$ cat src/hdl/mbbs_pkg.sv
package mbbs_pkg;

   localparam int FIELD_WIDTH = 32;
   localparam int COORD_WIDTH_DEFAULT = 32;

   typedef struct packed {
      logic signed [FIELD_WIDTH-1:0] pos_x;
      logic signed [FIELD_WIDTH-1:0] pos_y;
      logic signed [FIELD_WIDTH-1:0] pos_z;
      logic                          last_vertex;
   } vertex_type;

   typedef struct packed {
      logic signed [FIELD_WIDTH-1:0] min_x;
      logic signed [FIELD_WIDTH-1:0] min_y;
      logic signed [FIELD_WIDTH-1:0] min_z;
      logic signed [FIELD_WIDTH-1:0] max_x;
      logic signed [FIELD_WIDTH-1:0] max_y;
      logic signed [FIELD_WIDTH-1:0] max_z;
      logic signed [FIELD_WIDTH-1:0] centre_x;
      logic signed [FIELD_WIDTH-1:0] centre_y;
      logic signed [FIELD_WIDTH-1:0] centre_z;
      logic        [FIELD_WIDTH-1:0] radius;
   } result_type;

   typedef struct packed {
      logic take;
      logic seed;
   } lane_ctrl_type;

   typedef struct packed {
      logic busy;
      logic done;
   } root_status_type;

endpackage

$ cat src/hdl/mbbs_lane.sv
module mbbs_lane #(
   parameter int COORD_WIDTH = mbbs_pkg::COORD_WIDTH_DEFAULT
) (
   input  logic                          clock,
   input  mbbs_pkg::lane_ctrl_type       ctrl,
   input  logic signed [COORD_WIDTH-1:0] coord,
   output logic signed [COORD_WIDTH-1:0] box_min,
   output logic signed [COORD_WIDTH-1:0] box_max,
   output logic signed [COORD_WIDTH-1:0] centre,
   output logic [2*COORD_WIDTH-1:0]      square
);

   logic signed [COORD_WIDTH-1:0] min_ff, min_in;
   logic signed [COORD_WIDTH-1:0] max_ff, max_in;
   logic        [COORD_WIDTH-1:0] ext_ff, ext_in;
   logic signed [COORD_WIDTH-1:0] centre_ff, centre_in;
   logic [2*COORD_WIDTH-1:0]      sq_ff, sq_in;
   logic signed [COORD_WIDTH:0]   mid_sum;

   always_comb begin
      min_in = min_ff;
      max_in = max_ff;
      if (ctrl.take) begin
         if (ctrl.seed || (coord < min_ff)) begin
            min_in = coord;
         end
         if (ctrl.seed || (coord > max_ff)) begin
            max_in = coord;
         end
      end
   end

   // extent never exceeds the unsigned coordinate range since max >= min
   assign ext_in    = COORD_WIDTH'(max_ff - min_ff);
   assign mid_sum   = (COORD_WIDTH+1)'(max_ff) + (COORD_WIDTH+1)'(min_ff);
   // arithmetic shift of the widened sum gives the floored midpoint
   assign centre_in = mid_sum[COORD_WIDTH:1];
   assign sq_in     = (2*COORD_WIDTH)'(ext_ff) * (2*COORD_WIDTH)'(ext_ff);

   always_ff @(posedge clock) begin
      min_ff    <= min_in;
      max_ff    <= max_in;
      ext_ff    <= ext_in;
      centre_ff <= centre_in;
      sq_ff     <= sq_in;
   end

   assign box_min = min_ff;
   assign box_max = max_ff;
   assign centre  = centre_ff;
   assign square  = sq_ff;

endmodule

$ cat config.mk
export PLATFORM = sky130hd
export DESIGN_NAME = mbbs_lane
export DESIGN_NICKNAME = d
export VERILOG_FILES = /design/src/hdl/mbbs_pkg.sv /design/src/hdl/mbbs_lane.sv
export SDC_FILE = /design/constraint.sdc
export NUM_CORES = 2
export LEC_CHECK = 0
export ABC_AREA = 1
export BUFFER_PORTS_ARGS = -buffer_cell sky130_fd_sc_hd__buf_2
export CORE_MARGIN = 4
export CORE_UTILIZATION = 55
export CTS_CLUSTER_SIZE = 40
export DETAILED_ROUTE_END_ITERATION = 8
export GPL_ROUTABILITY_DRIVEN = 0
export GPL_TIMING_DRIVEN = 0
export PLACE_DENSITY = 0.71
export SYNTH_ARGS = -nofsm -noshare
export SYNTH_HDL_FRONTEND = slang
export SYNTH_SLANG_ARGS = --single-unit
$ cat constraint.sdc
create_clock -name clock -period 8.9 [get_ports clock]
set_input_delay 2.67 -clock clock [delete_from_list [all_inputs] [get_ports clock]]
set_output_delay 2.67 -clock clock [all_outputs]
set_load 0.05 [all_outputs]
==> results.txt <==
Post-Route WL -> 129000 µm
vias per inst -> 5.46
core area -> 73000 µm²
ratio of cells with drive above 1 in the final layout -> 6.40%
routed len/inst -> 21.2 µm
Crit. End Element -> flip-flop
FF-to-FF path depth -> 25
sequential share of the synthesized area -> 11.0%
clock skew -> 0.0247 ns
most frequent cells in the layout -> inv_1, nand2_1, fa_1
Via Count -> 33178
fin nets -> 6345
Final Cycle Share -> 99.5%
crit-path max FO -> 10
number of I/O port buffers -> 193
CP Buf/Inv Count -> 7
Initial DRT Pass Iterations -> 9
Reg2Reg Setup Slack -> 0.04 ns
most common cell after layout, fill and taps aside -> inv_1
H-tree Lvls -> 4
Setup CP Type -> reg2reg
Clock Latency Late Sink -> 0.51 ns
fin util -> 59.5%
CTS tree -> built
Mapped Avg Cell Area -> 8.29 µm²
drt drc -> 0
DPL Wire Length -> 109000 µm
Max-Cap Viols -> 0
first-pass GRT wire length -> 199000 µm
Layout area overhead -> 7.16%
clock-pin slew on the worst setup and hold paths -> 0.10 ns
Worst Setup Start Kind -> flip-flop
post-synth net total -> 6133
fin crit period -> 8.86 ns
most used cell, CP -> fa_1
# IOs -> 195
clock sink count -> 191
die area -> 78000 µm²
yosys warns -> 0
R2R Path Start -> ext_ff[8]
row cnt -> 99
worst slew pin tran -> 1.33 ns
largest net degree at the start of global routing -> 25
fillers -> 6534
DIE WIDTH -> 279 µm
clock root buffer -> clkbuf_16
hold depth -> 2
Crit path required time -> 9.29 ns
Crit path max-delay family -> adder cells
cts hold-fix bufs -> 0
ys async rst share -> 0%
vias in the first global route -> 34955
Crit-path slowest cell -> dfxtp_1
Primary FF master, synth -> dfxtp_1
slowest stage delay, CP -> 0.81 ns
WHS Endpoint -> ext_ff[0]
worst hold-check path type -> reg2reg
remaining global-route overflow -> 0
Syn Inst Count -> 4884
number of synthesized flops with an enable pin -> 64
initial antenna violation count -> 3
Final Max Slew Viols -> 0
RSZ-0062 raised after global routing -> no
Die Y -> 279 µm
Hold Violations, Final -> 0
Inserted Clock Buffers -> 17
DRT antenna net count -> 0
Crit Reg-Reg Endpoint -> square[60]
fmax -> 0.113 GHz
Setup violations, final -> 0
run status -> finished clean
Rel. slew slack -> 11.0%
Crit path arrival time -> 9.25 ns
WHS -> 0.684 ns
Synth cell types -> 49
setup bufs post-CTS -> 0
starting DRC count in detailed routing -> 3127
clock buffer depth -> 2
Yosys reg bits -> 191
GR Util All Layers -> 33.7%
Syn Std Cell Area -> 40500 µm²
Starting Density -> 55.5%
Hold Startpoint -> box_min[0]
==> worst max path at each step <==
| stage | endpoint | startpoint | depth (start not counted) | slack [ns] |
|---|---|---|---|---|
| floorplan | square[63] | ext_ff[12] | 29 | 2.26 |
| global placement | square[45] | ext_ff[13] | 24 | -0.15 |
| detailed placement | square[32] | ext_ff[13] | 22 | -0.19 |
| CTS | square[32] | ext_ff[13] | 22 | 0.15 |
| global route | square[54] | ext_ff[8] | 28 | 0.03 |
| finish | square[60] | ext_ff[8] | 25 | 0.04 |
==> metrics by stage <==
stage / cells / setup TNS, ns / area, µm² / worst slack (ns)
2_1_floorplan: 4884 / 0 / 40500 / 2.26
3_3_place_gp: 6036 / -1.13 / 42700 / -0.152
3_5_place_dp: 6038 / -1.33 / 42700 / -0.194
4_1_cts: 6070 / 0 / 43400 / 0.150
5_1_grt: 6068 / 0 / 43400 / 0.0268
6_report: 6075 / 0 / 43400 / 0.0416
==> sequential cells by signal (all words and copies together), names as in the netlist <==
signal	flops
ext_ff	32
square	63
centre	32
box_max	32
box_min	32
==> cell families (layout without fill, tap and decap cells) <==
family,Yosys count,after routing,synth area share (%)
DFF,191,191,11.0
and+or+nand+nor,1378,1378,13.8
buffers and inverters,1582,1807,14.8
other,1,8,0.00926
AOI/OAI and AO/OA,396,396,5.56
xor gates and xnor gates,122,122,2.64
adders and majority gates,1214,1214,52.2
==> cell usage after synthesis (26+ instances only) <==
cell type | n | area share, %
fa_1 | 794 | 39
ha_1 | 420 | 13
o21bai_1 | 26 | 0.48
o21ai_0 | 91 | 1.1
inv_1 | 1447 | 13
nand2_1 | 951 | 8.8
a21oi_1 | 197 | 2.4
nand3_1 | 84 | 1.0
dfxtp_1 | 127 | 6.3
edfxtp_1 | 64 | 4.7
clkbuf_1 | 91 | 0.84
xor2_1 | 102 | 2.2
nor2_1 | 244 | 2.3
==> area by class of cell <==
type | instances | area (µm²) | area share [%]
buffer | 120 | 512 | 1.18
clock inverter | 15 | 228 | 0.525
inverter | 1460 | 5480 | 12.6
tap | 959 | 1200 | 2.77
timing repair buffer | 195 | 1010 | 2.32
sequential | 191 | 4460 | 10.3
antenna | 7 | 17.5 | 0.0404
multi-input combinational | 3111 | 30100 | 69.3
clock buffer | 17 | 425 | 0.980
==> metal layers <==
| layer | wire (µm) | track usage [%] | up-vias |
|---|---|---|---|
| li1 | - | - | 14670 |
| met1 | 45400 | 40.4 | 15991 |
| met2 | 58300 | 53.6 | 1917 |
| met3 | 14700 | 9.96 | 598 |
| met4 | 10500 | 21.3 | 2 |
| met5 | 35 | 0 | - |
==> what timing repair did <==
item,4_1_cts,5_1_grt
pin swaps,0,0
endpoints found under the setup margin,24,35
cloned,0,0
resized for setup,3,7
==> worst register-to-register path: cells and delay by family (launching register included) <==
kind	cells	cell delay (ns)
AO/OA/AOI/OAI	5	1.09
flip-flops	1	0.81
AND/OR/NAND/NOR	4	0.48
adder cells (fa/ha/maj)	9	4.66
buffers and inverters	7	1.73
Power is not shown: default switching activity piles up to over one toggle a cycle in this logic, so the estimate is an artifact.
