**config.mk**
```make
export PLATFORM = sky130hd
export DESIGN_NAME = mbbs_merge
export DESIGN_NICKNAME = d
export VERILOG_FILES = /design/src/hdl/mbbs_pkg.sv /design/src/hdl/mbbs_merge.sv
export SDC_FILE = /design/constraint.sdc
export NUM_CORES = 1
export LEC_CHECK = 0
export BUFFER_PORTS_ARGS = -buffer_cell sky130_fd_sc_hd__buf_2
export CELL_PAD_IN_SITES_DETAIL_PLACEMENT = 0
export CELL_PAD_IN_SITES_GLOBAL_PLACEMENT = 1
export CORE_AREA = 2 2 180 182
export CTS_CLUSTER_SIZE = 16
export DETAILED_ROUTE_END_ITERATION = 16
export DIE_AREA = 0 0 182 184
export GPL_TIMING_DRIVEN = 0
export PLACE_DENSITY_LB_ADDON = 0.1
export SLEW_MARGIN = 20
export SYNTH_ARGS = -nofsm -noshare
export SYNTH_HDL_FRONTEND = slang
export SYNTH_SLANG_ARGS = --single-unit
export TNS_END_PERCENT = 20
```
**constraint.sdc**
```tcl
create_clock -name clock -period 3.3 [get_ports clock]
set_input_delay 0.165 -clock clock [delete_from_list [all_inputs] [get_ports clock]]
set_output_delay 0.165 -clock clock [all_outputs]
set_load 0.05 [all_outputs]
```
**src/hdl/mbbs_pkg.sv**
```systemverilog
package mbbs_pkg;

   localparam int FIELD_WIDTH = 32;
   localparam int COORD_WIDTH_DEFAULT = 32;

   typedef struct packed {
      logic signed [FIELD_WIDTH-1:0] pos_x;
      logic signed [FIELD_WIDTH-1:0] pos_y;
      logic signed [FIELD_WIDTH-1:0] pos_z;
      logic                          last_vertex;
   } vertex_type;

   typedef struct packed {
      logic signed [FIELD_WIDTH-1:0] min_x;
      logic signed [FIELD_WIDTH-1:0] min_y;
      logic signed [FIELD_WIDTH-1:0] min_z;
      logic signed [FIELD_WIDTH-1:0] max_x;
      logic signed [FIELD_WIDTH-1:0] max_y;
      logic signed [FIELD_WIDTH-1:0] max_z;
      logic signed [FIELD_WIDTH-1:0] centre_x;
      logic signed [FIELD_WIDTH-1:0] centre_y;
      logic signed [FIELD_WIDTH-1:0] centre_z;
      logic        [FIELD_WIDTH-1:0] radius;
   } result_type;

   typedef struct packed {
      logic take;
      logic seed;
   } lane_ctrl_type;

   typedef struct packed {
      logic busy;
      logic done;
   } root_status_type;

endpackage

```
**src/hdl/mbbs_merge.sv**
```systemverilog
module mbbs_merge #(
   parameter int COORD_WIDTH = mbbs_pkg::COORD_WIDTH_DEFAULT
) (
   input  logic                          clock,
   input  logic                          reset,
   input  logic                          start,
   input  logic [2*COORD_WIDTH-1:0]      square_x,
   input  logic [2*COORD_WIDTH-1:0]      square_y,
   input  logic [2*COORD_WIDTH-1:0]      square_z,
   output mbbs_pkg::root_status_type     status,
   output logic [COORD_WIDTH-1:0]        radius
);

   localparam int CountWidth = $clog2(COORD_WIDTH + 1);

   logic [2*COORD_WIDTH+1:0] sum_all;
   logic [2*COORD_WIDTH-1:0] n_ff, n_in;
   logic [COORD_WIDTH:0]     rem_ff, rem_in;
   logic [COORD_WIDTH-1:0]   root_ff, root_in;
   logic [CountWidth-1:0]    count_ff, count_in;
   logic                     running_ff, running_in;
   logic                     done_ff, done_in;
   logic [COORD_WIDTH+1:0]   rem_sh;
   logic [COORD_WIDTH+1:0]   trial;

   assign sum_all = (2*COORD_WIDTH+2)'(square_x) + (2*COORD_WIDTH+2)'(square_y)
                  + (2*COORD_WIDTH+2)'(square_z);

   // one root bit per cycle: bring down two radicand bits, try root*4+1
   assign rem_sh = {rem_ff[COORD_WIDTH-1:0], n_ff[2*COORD_WIDTH-1:2*COORD_WIDTH-2]};
   assign trial  = {root_ff, 2'b01};

   always_comb begin
      n_in       = n_ff;
      rem_in     = rem_ff;
      root_in    = root_ff;
      count_in   = count_ff;
      running_in = running_ff;
      done_in    = done_ff;
      if (start) begin
         n_in       = sum_all[2*COORD_WIDTH+1:2];
         rem_in     = '0;
         root_in    = '0;
         count_in   = CountWidth'(COORD_WIDTH);
         running_in = 1'b1;
         done_in    = 1'b0;
      end else if (running_ff) begin
         n_in = {n_ff[2*COORD_WIDTH-3:0], 2'b00};
         if (rem_sh >= trial) begin
            rem_in  = (COORD_WIDTH+1)'(rem_sh - trial);
            root_in = {root_ff[COORD_WIDTH-2:0], 1'b1};
         end else begin
            rem_in  = rem_sh[COORD_WIDTH:0];
            root_in = {root_ff[COORD_WIDTH-2:0], 1'b0};
         end
         count_in = count_ff - CountWidth'(1);
         if (count_ff == CountWidth'(1)) begin
            running_in = 1'b0;
            done_in    = 1'b1;
         end
      end
   end

   always_ff @(posedge clock) begin
      if (reset) begin
         running_ff <= 1'b0;
         done_ff    <= 1'b0;
      end else begin
         running_ff <= running_in;
         done_ff    <= done_in;
      end
      n_ff     <= n_in;
      rem_ff   <= rem_in;
      root_ff  <= root_in;
      count_ff <= count_in;
   end

   assign status.busy = running_ff;
   assign status.done = done_ff;
   assign radius      = root_ff;

endmodule

```
==> summary.txt, run 1 <==
Yosys
  – Top cells by area, synth: edfxtp_1 15%, dfxtp_1 12%, fa_1 10%
  – EDFF count, synth: 64
  – Mapped Cells: 1,337
  – Synth cell count leaders: 115 x a21oi_1, 115 x nor2_1, 99 x ha_1
  – Area share of and/or/nand/nor cells after synthesis: 0.131
  – Adder-cell share of the synthesized area: 0.203
  – Cell Area, Synth: around 12,000 µm²
  – Yosys reg bits: 136
  – FFs w/ async S/R, synth: 0
  – Largest family of logic cells by synthesized area: compound AO/OA/AOI/OAI gates
  – Avg Inst Size Synth: 9.28 µm²
  – Top FF cell, synth: dfxtp_1
  – Syn Nets: 1,695
  – Post-synthesis mux area share: 0.0832
  – Synth Area in Compound Gates: 0.209
  – Area leader, netlist: edfxtp_1
  – Share of the synthesized area in the top cell type: 0.155
  – Xor and xnor fraction of the mapped netlist area: 0.0600
  – Yosys warns: 0
  – Sequential fraction of the synthesis area: 0.271
  – Synth cell types: 80

STA
  – Worst Tran Pin Value: 0.936 ns
  – Final WS setup: 0.0140 ns
  – RSZ-0062 raised after global routing: true
  – Tcrit/Tclk final: 0.996
  – Final hold vios: 0
  – Final setup vio count: 0
  – Worst Clk Skew: 0.0101 ns
  – Upper clock frequency limit: 304 MHz
  – Final min period: 3.29 ns
  – Worst relative slew slack: 0.376
  – Fin. max-slew vios: 0

Final layout
  – # nets final: 1,959
  – ANT cells: 0
  – Share of post-route cells with drive strength above 1: 0.265
  – Finished Layout Cells: 2,016
  – Layout overhead on the synthesized area: 23.4%

Pwr
  – Pwr/cell area: 762 nW/µm²
  – Leak Pwr: 6.58 nW
  – Worst IR Drop VDD: 0.000520 V

Die
  – Die area: between 30,000 and 40,000 µm²
  – Initial Util: 0.395
  – Cell Rows: 65
  – # IOs: 229
  – Die Width: 182 µm
  – Die Height: 184 µm
  – Core area: 31,400 µm²

Critical path
  – Critical path arrival: 3.47 ns
  – Critical path's slowest cell: fa_1
  – CP most frequent cell: nand4b_1
  – Crit Path Max Fanout: 4
  – Crit start category: input pin
  – Delay of the slowest cell on the worst path: 0.61 ns
  – Critical path type: input pin to flip-flop
  – Flop-to-flop setup slack: 0.14 ns
  – Cell Chain, Critical Path: buf_2 -> inv_1 -> fa_1 -> nor2_1 -> fa_2 -> a21oi_2 -> nand4b_1 -> nand4b_1 -> nand3_1 -> and3_4 -> o221ai_4 -> a311oi_4 -> o21ai_1 -> xor2_1 -> mux2_2
  – Worst setup EP type: flip-flop
  – Critical Path RT: ~3.5 ns

Clocking
  – CTS sink count: between 100 and 150
  – Root buf cell: clkbuf_16
  – Total CTS buffers: 17
  – CTS tree: done
  – Max Root-Sink Buffers: 2
  – H-tree levels: 4
  – Worst-path clk slew: 0.06 ns
  – Clock Latency Late Sink: 0.43 ns

Routing
  – Via/cell ratio: between 5 and 6
  – Post-route ant nets: 0
  – Initial drt markers: about 500
  – Avg WL per Cell: 16.6 µm
  – Vias: about 11,000
  – DRC: 0
  – DRT Pass-1 Iters: 5
  – Final Routed Wirelength: about 34,000 µm

Flow run
  – Max-Cap Viols: 0

Place
  – Place WS: -0.777 ns
  – Post-DP HPWL: roughly 26,000 µm
  – Number of port buffers: 227
  – Placed Cells incl. Taps: 1,967
  – RD Place Congestion: 0.871

GRT
  – Gr ovfl total: 0
  – Initial antenna violation count: 0
  – Vias in the first global route: 10,773
  – Global Route Usage Sum: 0.199
  – Pin count of the biggest net entering global routing: 47
  – First-pass GRT wire length: between 50,000 and 60,000 µm

Status
  – Status: complete, no violations

Worst hold path
  – Worst min path class: input pin to flip-flop
final cells by class:
class,instances,area (µm²)
multi-input cells,1074,8920
fillers,3164,16100
repair buffers,254,1370
inverters,62,235
clock buffers,20,479
clock inverters,12,138
flip-flops and latches,136,3380
plain buffers,56,277
well taps,402,503
worst paths after layout:
kind                                              start                       to  cells after the start
worst max-delay path                        square_z[1]       n_ff[61]$_DFFE_PP_                     15
worst min register to register  rem_ff[31]$_SDFFE_PP0P_  rem_ff[31]$_SDFFE_PP0P_                      2
worst max register to register   radius[2]$_SDFFE_PP0P_  rem_ff[29]$_SDFFE_PP0P_                     12
worst min-delay path                       square_z[63]       n_ff[63]$_DFFE_PP_                      4
power by group:
group / switching (mW) / internal (mW)
Sequential: 0.194 / 2.26
Clock: 0.796 / 1.21
Combinational: 3.95 / 3.25
Total: 4.94 / 6.72
state kept, by name (all words and copies together), names as in the netlist:
name / flops
rem_ff: 32
radius: 32
running_ff: 1
count_ff: 6
done_ff: 1
n_ff: 64
worst max-delay path, delay by kind of cell:
| kind | cells | cell delay [ns] |
|---|---|---|
| adders and majority gates | 2 | 0.99 |
| AOI/OAI and AO/OA | 4 | 0.91 |
| and+or+nand+nor | 5 | 0.84 |
| muxes | 1 | 0.26 |
| xor gates and xnor gates | 1 | 0.17 |
| buffers and inverters | 2 | 0.11 |
cells by family (layout without fill, tap and decap cells):
kind of cell	after synthesis	in the layout
XOR/XNOR	85	85
buffers and inverters	127	404
multiplexers	97	97
AO/OA/AOI/OAI	385	385
AND/OR/NAND/NOR	344	344
flip-flops	136	136
adder cells (fa/ha/maj)	163	163
per-layer routing:
| layer | GRT usage | part of all wire |
|---|---|---|
| met1 | 0.262 | 0.47 |
| met2 | 0.351 | 0.49 |
| met3 | 0.0192 | 0.025 |
| met4 | 0.0465 | 0.011 |
| met5 | 0 | 0 |
metrics by stage:
step                      power [mW]  area, µm²  TNS (ns)  utilization  hold WS (ns)
after CTS                       11.2      14900         0        0.473         0.454
after global routing            12.5      15300    -0.645        0.488         0.430
after floorplan                 7.39      12400         0            -         0.237
after detailed placement        8.99      14100    -19.24        0.448         0.372
final                           11.7      15300         0        0.488         0.424
after global placement          8.99      14000    -21.65        0.447         0.370
timing repair:
action / 4_1_cts / 5_1_grt
hold buffers: 1 / 0
setup buffers: 4 / 21
gates cloned: 0 / 0
endpoints found under the hold margin: 2 / 0
endpoints found under the setup margin: 50 / 47
gates resized for setup: 26 / 76
pin swaps: 6 / 33
cell usage in the layout, fill, tap and decap left out, types with 60 or more instances in the layout:
cell type / instances
nor2_1: 115
nand2_1: 86
buf_2: 228
inv_1: 60
a21oi_1: 106
edfxtp_1: 64
a21o_1: 61
ha_1: 83
fa_1: 63
dfxtp_1: 63
Power figures use the tool's default switching activity.
==> inputs of run 2 (changes only) <==
Settings changed: CORE_AREA 2 2 180 182 to 2 2 184 186, DIE_AREA 0 0 182 184 to 0 0 186 188.
==> run 2 against run 1 <==
  * Routed wire length is 1.8% higher
  * Count of clock-buffer cells in the layout is 2 lower
  * Clock skew is 0.0010 ns higher
  * Sequential cell count stayed put
  * Highest routed layer unchanged
  * Sequential share of layout area is 0.40 points lower
  * Utilization is 1.7 points lower
  * Via count hardly changed
==> summary.txt, run 2 (synthesis gave the netlist of run 1 again) <==
Critical path
  – Critical path's slowest cell: fa_1
  – Worst setup path startpoint: square_z[24]
  – Critical Path RT: 3.47 ns
  – Crit Path Max Fanout: 4
  – Delay of the slowest cell on the worst path: 0.52 ns
  – Critical path arrival: 3.41 ns
  – CP most frequent cell: buf_6
  – Critical path type: input pin to flip-flop
  – Critical path's top delay family: simple AND/OR/NAND/NOR gates
  – Worst setup EP type: flip-flop
  – Reg2reg start: radius[3]$_SDFFE_PP0P_
  – WP buf/inv: 2
  – Crit start category: input pin
  – Cell Chain, Critical Path: buf_6 -> fa_1 -> ha_4 -> buf_6 -> nand4_1 -> nor4_4 -> nor4b_4 -> nand3_2 -> and3_4 -> o31ai_4 -> a31oi_4 -> o21ai_0 -> xor2_1 -> mux2_2

Final layout
  – Final cell utilization of the core: 0.470
  – ANT cells: 0
  – Share of post-route cells with drive strength above 1: 0.283
  – Most common cell after layout, fill and taps aside: buf_2
  – FILL cells: approximately 3,300
  – Top reg by flops: n_ff
  – Area of the multi-input gates: just over 9000 µm²
  – Finished Layout Cells: 2,074
  – Commonest non-fill, non-tap cells in the layout: 227 x buf_2, 114 x nor2_1, 107 x a21oi_1
  – Max reg flops: 64
  – Layout overhead on the synthesized area: 25.6%
  – # nets final: 1,971
  – Register area: 3380 µm²

Die
  – Core area: 33,100 µm²
  – Die Width: approximately 190 µm
  – Die Height: roughly 190 µm
  – Die area: 35,000 µm²
  – Cell Rows: 67
  – # IOs: 229
  – Initial Util: 0.375

Routing
  – Initial drt markers: ~450
  – Via/cell ratio: between 5 and 6
  – Post-route ant nets: 0
  – DRT Pass-1 Iters: 7
  – DRC: 0
  – Final Routed Wirelength: 34,100 µm
  – Vias: 10,824
  – Avg WL per Cell: 16.5 µm

Place
  – Number of port buffers: 227
  – Placed Cells incl. Taps: 2,013
  – RD Place Congestion: 0.859
  – Post-DP HPWL: 26,800 µm

Clocking
  – Worst-path clk slew: around 0.06 ns
  – CTS sink count: 136
  – CTS tree: done
  – Clock Latency Late Sink: 0.42 ns
  – Root buf cell: clkbuf_16
  – H-tree levels: 4
  – Total CTS buffers: 17
  – Max Root-Sink Buffers: 2

Status
  – Status: complete, no violations

STA
  – Fin. max-slew vios: 0
  – Tcrit/Tclk final: 0.981
  – Worst relative slew slack: 0.408
  – Worst hold margin: about 0.41 ns
  – Final setup vio count: 0
  – Final min period: 3.24 ns
  – Upper clock frequency limit: just over 300 MHz
  – Worst Tran Pin Value: 0.888 ns
  – RSZ-0062 raised after global routing: true
  – Worst Clk Skew: 0.0111 ns
  – Final hold vios: 0

Flow run
  – Max-Cap Viols: 0

GRT
  – Initial antenna violation count: 0
  – Gr ovfl total: 0
  – Pin count of the biggest net entering global routing: 60
  – Global Route Usage Sum: 0.196
  – Vias in the first global route: about 11,000
  – First-pass GRT wire length: 55,200 µm

Pwr
  – Pwr/cell area: ~750 nW/µm²
  – Worst IR Drop VDD: 0.000661 V
  – Overall Power: 11.8 mW
  – Leak Pwr: 6.63 nW

Worst hold path
  – Worst min path class: input pin to flip-flop
  – Min-delay src: square_z[63]
run 2: changes by cell type in the layout (fill, tap and decap cells not counted), sizes merged:
cell	previous run	this run
buf	270	281
inv	65	68
bufinv	2	1
clkbuf	59	58
clkinv	6	5
clkinvlp	1	2
run 2: metrics by stage:
| stage | setup WS, ns | instance area (µm²) | TNS (ns) |
|---|---|---|---|
| after CTS | -0.0735 | 14900 | -0.108 |
| after floorplan | 0.0901 | 12400 | 0 |
| final | 0.0618 | 15600 | 0 |
| after detailed placement | -0.840 | 14100 | -20.37 |
| after global placement | -0.860 | 14100 | -30.31 |
| after global routing | -0.108 | 15600 | -0.842 |
run 2: tightest hold or removal path, cell delays in order:
cell and delay [ns]:
buf_2 0.08, fa_1 0.22, nand3_1 0.10, o21ai_2 0.15
run 2: where the power goes:
group          internal, mW  total (mW)  switching, mW
combinational          3.43        7.43           3.99
clock                  1.06        1.87          0.813
sequential             2.26        2.46          0.202
total                  6.75        11.8           5.01
run 2: per-layer routing:
layer | routed length, µm | GRT usage
met5 | 0 | 0
met4 | 667 | 0.0551
met2 | 16400 | 0.336
met1 | 16200 | 0.261
met3 | 901 | 0.0173
run 2: what timing repair did:
item | 4_1_cts | 5_1_grt
hold buffers | 1 | 0
buffers inserted | 3 | 34
pin swaps | 6 | 52
setup endpoints to repair | 52 | 55
endpoints found under the hold margin | 2 | 0
resized for setup | 35 | 93
run 2: layout make-up:
type                            instances  area share
Multi-Input combinational cell       1074       0.582
Sequential cell                       136       0.217
Timing Repair Buffer                  266      0.0953
Tap cell                              448      0.0360
Clock buffer                           18      0.0276
Buffer                                 56      0.0183
Inverter                               62      0.0151
Clock inverter                         14     0.00900
run 2: final timing paths:
check | endpoint | slack [ns] | cells after the start
min | n_ff[63]$_DFFE_PP_ | 0.41 | 4
max | n_ff[51]$_DFFE_PP_ | 0.06 | 14
min reg2reg | rem_ff[31]$_SDFFE_PP0P_ | 0.50 | 2
max reg2reg | rem_ff[29]$_SDFFE_PP0P_ | 0.08 | 12
